--- src/design/gtr_pkg.sv ---
`timescale 1ns / 1ps
// ----------------------------------------------------------------------------
// gtr_pkg
// Shared sizes, codes and types of the Gouraud triangle rasterizer.
// ----------------------------------------------------------------------------
package gtr_pkg;

  localparam int WIDTH       = 64;
  localparam int HEIGHT      = 64;
  localparam int T_FRAC_BITS = 16;

  localparam int FB_DEPTH = WIDTH * HEIGHT;
  localparam int FB_AW    = $clog2(FB_DEPTH);

  localparam int COORD_W = 11;
  localparam int CH_W    = 8;
  localparam int CH_N    = 3;
  localparam int RGB_W   = CH_N * CH_W;
  localparam int OP_W    = 2;

  // fraction t in [0, 1] needs one bit above the fraction
  localparam int T_W    = T_FRAC_BITS + 1;
  localparam int T_ONE  = 1 << T_FRAC_BITS;
  localparam int T_HALF = 1 << (T_FRAC_BITS - 1);

  // blend operands hold a coordinate or a channel plus a sign bit
  localparam int OPER_W = COORD_W + 1;
  localparam int PROD_W = OPER_W + T_W + 1;

  // divider: dividend is num << T_FRAC_BITS
  localparam int DIV_W  = COORD_W + T_FRAC_BITS;
  localparam int DIV_CW = $clog2(DIV_W + 1);

  localparam int CQ_DEPTH = 2;
  localparam int CQ_AW    = $clog2(CQ_DEPTH);

  localparam logic [OP_W-1:0] OP_CLEAR = 2'd0;
  localparam logic [OP_W-1:0] OP_DRAW  = 2'd1;
  localparam logic [OP_W-1:0] OP_READ  = 2'd2;

  typedef enum logic [1:0] {
    K_CLEAR,
    K_READ,
    K_FLAT,
    K_SPLIT
  } kind_t;

  typedef struct packed {
    logic signed [COORD_W-1:0] x;
    logic signed [COORD_W-1:0] y;
    logic [0:CH_N-1][CH_W-1:0] c;   // c[0] red, c[2] blue
  } vertex_t;

  // FLAT:  va left, vb right, vc apex
  // SPLIT: va middle, vb and vc the ends of the long edge; vb's half is drawn before vc's
  typedef struct packed {
    kind_t   kind;
    vertex_t va;
    vertex_t vb;
    vertex_t vc;
  } cmd_t;

endpackage

--- src/design/gtr_cmdq.sv ---
`timescale 1ns / 1ps
// ----------------------------------------------------------------------------
// gtr_cmdq
// Short command queue between the front and the back.
// ----------------------------------------------------------------------------
module gtr_cmdq (
  input  logic          clk,
  input  logic          rst_n,
  input  logic          wr,
  input  gtr_pkg::cmd_t wdata,
  output logic          full,
  input  logic          rd,
  output logic          valid,
  output gtr_pkg::cmd_t rdata
);

  gtr_pkg::cmd_t             mem_r [gtr_pkg::CQ_DEPTH];
  logic [gtr_pkg::CQ_AW-1:0] wp_r, rp_r;
  logic [gtr_pkg::CQ_AW:0]   cnt_r;

  always_ff @(posedge clk) begin
    if (!rst_n) begin
      wp_r  <= '0;
      rp_r  <= '0;
      cnt_r <= '0;
    end else begin
      if (wr) begin
        wp_r <= wp_r + gtr_pkg::CQ_AW'(1);
      end
      if (rd) begin
        rp_r <= rp_r + gtr_pkg::CQ_AW'(1);
      end
      cnt_r <= cnt_r + (gtr_pkg::CQ_AW + 1)'(wr) - (gtr_pkg::CQ_AW + 1)'(rd);
    end
  end

  always_ff @(posedge clk) begin
    if (wr) begin
      mem_r[wp_r] <= wdata;
    end
  end

  assign full  = (cnt_r == (gtr_pkg::CQ_AW + 1)'(gtr_pkg::CQ_DEPTH));
  assign valid = (cnt_r != '0);
  assign rdata = mem_r[rp_r];

endmodule

--- config.mk ---
export PLATFORM = sky130hd
export DESIGN_NAME = gtr_cmdq
export DESIGN_NICKNAME = d
export VERILOG_FILES = /design/src/design/gtr_pkg.sv /design/src/design/gtr_cmdq.sv
export SDC_FILE = /design/constraint.sdc
export NUM_CORES = 1
export LEC_CHECK = 0
export BUFFER_PORTS_ARGS = -buffer_cell sky130_fd_sc_hd__buf_2
export CORE_MARGIN = 4
export CORE_UTILIZATION = 52
export CTS_CLUSTER_SIZE = 24
export DETAILED_ROUTE_END_ITERATION = 8
export GPL_TIMING_DRIVEN = 0
export PLACE_DENSITY = 0.79
export SLEW_MARGIN = 30
export SYNTH_ARGS = -nofsm -noshare
export SYNTH_HDL_FRONTEND = slang
export SYNTH_SLANG_ARGS = --single-unit
--- constraint.sdc ---
create_clock -name clk -period 11.7 [get_ports clk]
set_input_delay 2.34 -clock clk [delete_from_list [all_inputs] [get_ports clk]]
set_output_delay 2.34 -clock clk [all_outputs]
set_load 0.01 [all_outputs]
Yosys cells after proc, flatten, opt, wreduce, memory -nomap -nowiden --
Memories as Yosys holds them, arrays and structs flattened. A register that Yosys moved wholly into a read port is not among the register bits. Cells that the tools add are included.
Storage, ports and cells: bits in writable memories 280, output and inout bits 142, bits in latches 0, input port bits 144, memories 1, memory bits (read-only) 0, register bits after elaboration 4
Memories:
- mem_r | words 2, bits a word 140, rd ports 1, clocked after memory_dff 1, write ports 1, line gtr_cmdq.sv:17 | gtr_pkg::cmd_t mem_r [gtr_pkg::CQ_DEPTH];
Cells by class: divide/modulo/power cells 0, mux-type cells 4, order comparisons 0, bitwise gates (word level) 0, shift-type cells 0, reductions and logical operators 1, add/sub/neg operators 4, $mul 0, eq/ne operators 1
Operators by type and width (count):
- $mux 1 | 4
- $add 1x1->1 const B | 2
- $add 2x1->2 | 1
- $eq 2x2->1 const B | 1
- $reduce_bool 2->1 | 1
- $sub 2x1->2 | 1

Logic depth before layout (Yosys ltp) --
depth after elaboration 3, gate-level depth with buffers 6, mapped depth without buffers 6

Worst setup path after synthesis --
No wires, ideal clock.
kind input-to-reg, from in wr, to mem mem_r[0][0] in the netlist's numbering, enable pin, path buffers 0, setup time 658 ps, stages 1, data required time 11042 ps, setup slack 2610 ps, arrival time 8432 ps, cell sequence nor2b_1
On the way: cells in the longest elaborated chain, start to end 2
Ends and longest elaborated chain:
- start, declared | line gtr_cmdq.sv:9 | input logic wr,
- $mux 1 | line gtr_cmdq.sv:38 | if (wr) begin
- $mux 1 (implied by the code) | line gtr_cmdq.sv:39 | mem_r[wp_r] <= wdata;
- end, declared | line gtr_cmdq.sv:17
Every way passes these cells.

==> impl_metrics.csv <==
group,metric,value,unit
clock_tree,insertion_delay,0.52,ns
setup_path,path_max_fanout,10,
setup_path,cp_data_arrival_time,1.84,ns
yosys,synthCells,457,
cells_and_area,final_layout_size_suffix_gt1_share,61.3,%
cells_and_area,final_cell_area,0.0136,sq mm
clock_tree,clockBufferDepth,3,
grt,grt_pass1_vias,5797,
yosys,synth_cell_types,15,
cells_and_area,area_growth,26.6,%
routing,routed_wl,21.5,mm
timing,rsz0062_at_grt,"false",
yosys,synth.top_cell.area_share,78.2,%
timing,hold_ws,0.586,ns
setup_path,start_kind,"flop",
timing,fin_crit_sh,35.8,%
yosys,synth-seq-cells,285,
placement,dpl-instance-area,0.0128,sq mm
floorplanning,num_rows,52,
clock_tree,cts_max_level,1,
yosys,yosys_warnings,0,
timing,slew_viol_final,0,
run,drv_cap,0,
grt,grt_usage,17.8,%
clock_tree,hold_buffers,0,
yosys,synth.most_common_cell,"edfxtp_1",
grt,overflow,0,
yosys,synth_edf_count,280,
routing,drt_iter0_markers,197,
power_and_ir_drop,p_per_area,167,mW/mm^2
clock_tree,postCtsSetupRepairBufs,0,
timing,fin_tns_setup,0,ns
floorplanning,num_io_pins,286,
setup_path,required,9.36,ns
clock_tree,clock_sinks,285,
floorplanning,die_w,152,microns
clock_tree,root_buffer,"clkbuf_16",
routing,via_per_inst,5.05,
floorplanning,die_y,152,microns
placement,place.gp.congestion,0.725,
yosys,synth_area,0.0107,sq mm
routing,vias,5415,
clock_tree,cts_resized,0,
grt,antenna_found_initial,3,
yosys,synth_ff_type,"edfxtp_1",
clock_tree,numCtsBuffers,29,
cells_and_area,fin_nets,929,
cells_and_area,fillCellCount,1384,
clock_tree,clkSlewWorstSetupHoldPaths,0.06,ns
timing,hold_violations,0,
clock_tree,cts_tree,"built",
setup_path,endpoint_kind,"primary output",
power_and_ir_drop,peakVddDrop,0.140,mV
grt,grt_pass1_wl,31.3,mm
routing,drc,0,
routing,wl_per_cell,20.0,microns
timing,layout_min_cycle_time,4.18,ns
timing,worst_slew_pin_slew,0.578,ns
floorplanning,core,0.0203,sq mm
timing,setup_violations,0,
setup_path,path_class,"flop to primary output",
power_and_ir_drop,power_leakage,0.00538,uW
hold_path,min_path_type,"flop to flop",
run_status,status,"completed",
yosys,syn_avg_cell_area,23.5,sq um
floorplanning,die-area,0.0230,sq mm
yosys,synthesis.nets,603,
yosys,yosysSeqAreaShare,79.2,%
timing,relSlewSlack,61.5,%
timing,finClkSkew,0.0126,ns
timing,fmax,0.239,GHz
grt,grt_max_degree,40,
floorplanning,initial_core_util,52.9,%
placement,port_buffers,285,
yosys,yosysTopAreaCell,"edfxtp_1",
routing,ant_nets,0,
yosys,ys_top_cells_by_area,"edfxtp_1 (78%), mux2_4 (14%), mux2_2 (4.2%), buf_6 (1.2%), dfxtp_1 (0.93%)",
placement,dp_hpwl,15.8,mm
yosys,synth_commonest_cells,"edfxtp_1 (280), mux2_4 (100), mux2_2 (40), buf_6 (11), dfxtp_1 (5)",
yosys,async_reset_ff_share,0,%
routing,first_pass_iters,5,
routing by layer:
metal | GRT usage (%) | share of wire, % | vias to the layer above | routed length, microns
met4 | 3.68 | 1.2 | 4 | 266
met1 | 20.1 | 35 | 2695 | 7610
li1 | - | - | 2475 | -
met3 | 6.16 | 10 | 24 | 2210
met2 | 32.8 | 53 | 217 | 11300
met5 | 0 | 0.13 | - | 27
report_power, final:
part           switching (uW)  internal (uW)
Combinational             134            148
Sequential               14.5           1180
Clock                     347            452
cell families after synthesis:
kind of cell / Yosys count / synth area share (%)
flip-flops: 285 / 79.2
multiplexers: 140 / 18.2
buffers and inverters: 18 / 1.55
AND/OR/NAND/NOR: 9 / 0.524
XOR/XNOR: 2 / 0.291
adder cells (fa/ha/maj): 2 / 0.233
AO/OA/AOI/OAI: 1 / 0.0699
cell usage in the layout (no fill, tap or decap), drive strengths merged:
master,instances
inv,3
nor2b,4
o21a,1
clkbuf,35
clkinvlp,1
or2,1
xor2,1
diode,1
edfxtp,280
mux2,140
xnor3,1
ha,2
clkinv,13
dfxtp,5
buf,311
and2,4
path summary, 6_finish.rpt:
| path | cells after the start | end | slack [ns] | start |
|---|---|---|---|---|
| setup / recovery | 5 | rdata[112] | 7.52 | flop |
| hold / removal | 2 | flop | 0.59 | rp_r |
| setup reg to reg | 3 | mem_r[1][102] | 9.85 | wp_r |
| hold reg to reg | 2 | flop | 0.59 | rp_r |
sequential cells by signal, summed over array words and instances (netlist names), named ones only:
name,cells
cnt_r,2
mem_r,280
rp_r,1
wp_r,1
layout make-up:
class                      instances  area (sq um)  share of cell area (%)
buffer                            16           159                    1.17
multi-input combinational        154          2080                    15.3
timing repair buffer             295          1680                    12.3
tap                              270           338                    2.48
inverter                           2          7.51                  0.0552
clock buffer                      35           748                    5.50
clock inverter                    15          76.3                   0.561
antenna                            1          2.50                  0.0184
sequential                       285          8510                    62.6
critical path, stage by stage, from the launching register on:
cell	delay, ns
dfxtp_1	0.33
buf_6	0.12
buf_8	0.18
buf_6	0.21
mux2_4	0.31
buf_2	0.16
through the flow:
step	power, uW	setup slack [ns]	cells	utilization, %
finish	2280	7.52	1073	67.0
global route	2370	7.42	1073	67.0
CTS	2300	7.46	1072	67.0
detailed placement	1500	7.79	1022	62.9
global placement	1490	-0.369	1012	61.6
floorplan	1380	2.61	457	-
Note: power is estimated with default switching activity, not from simulation.
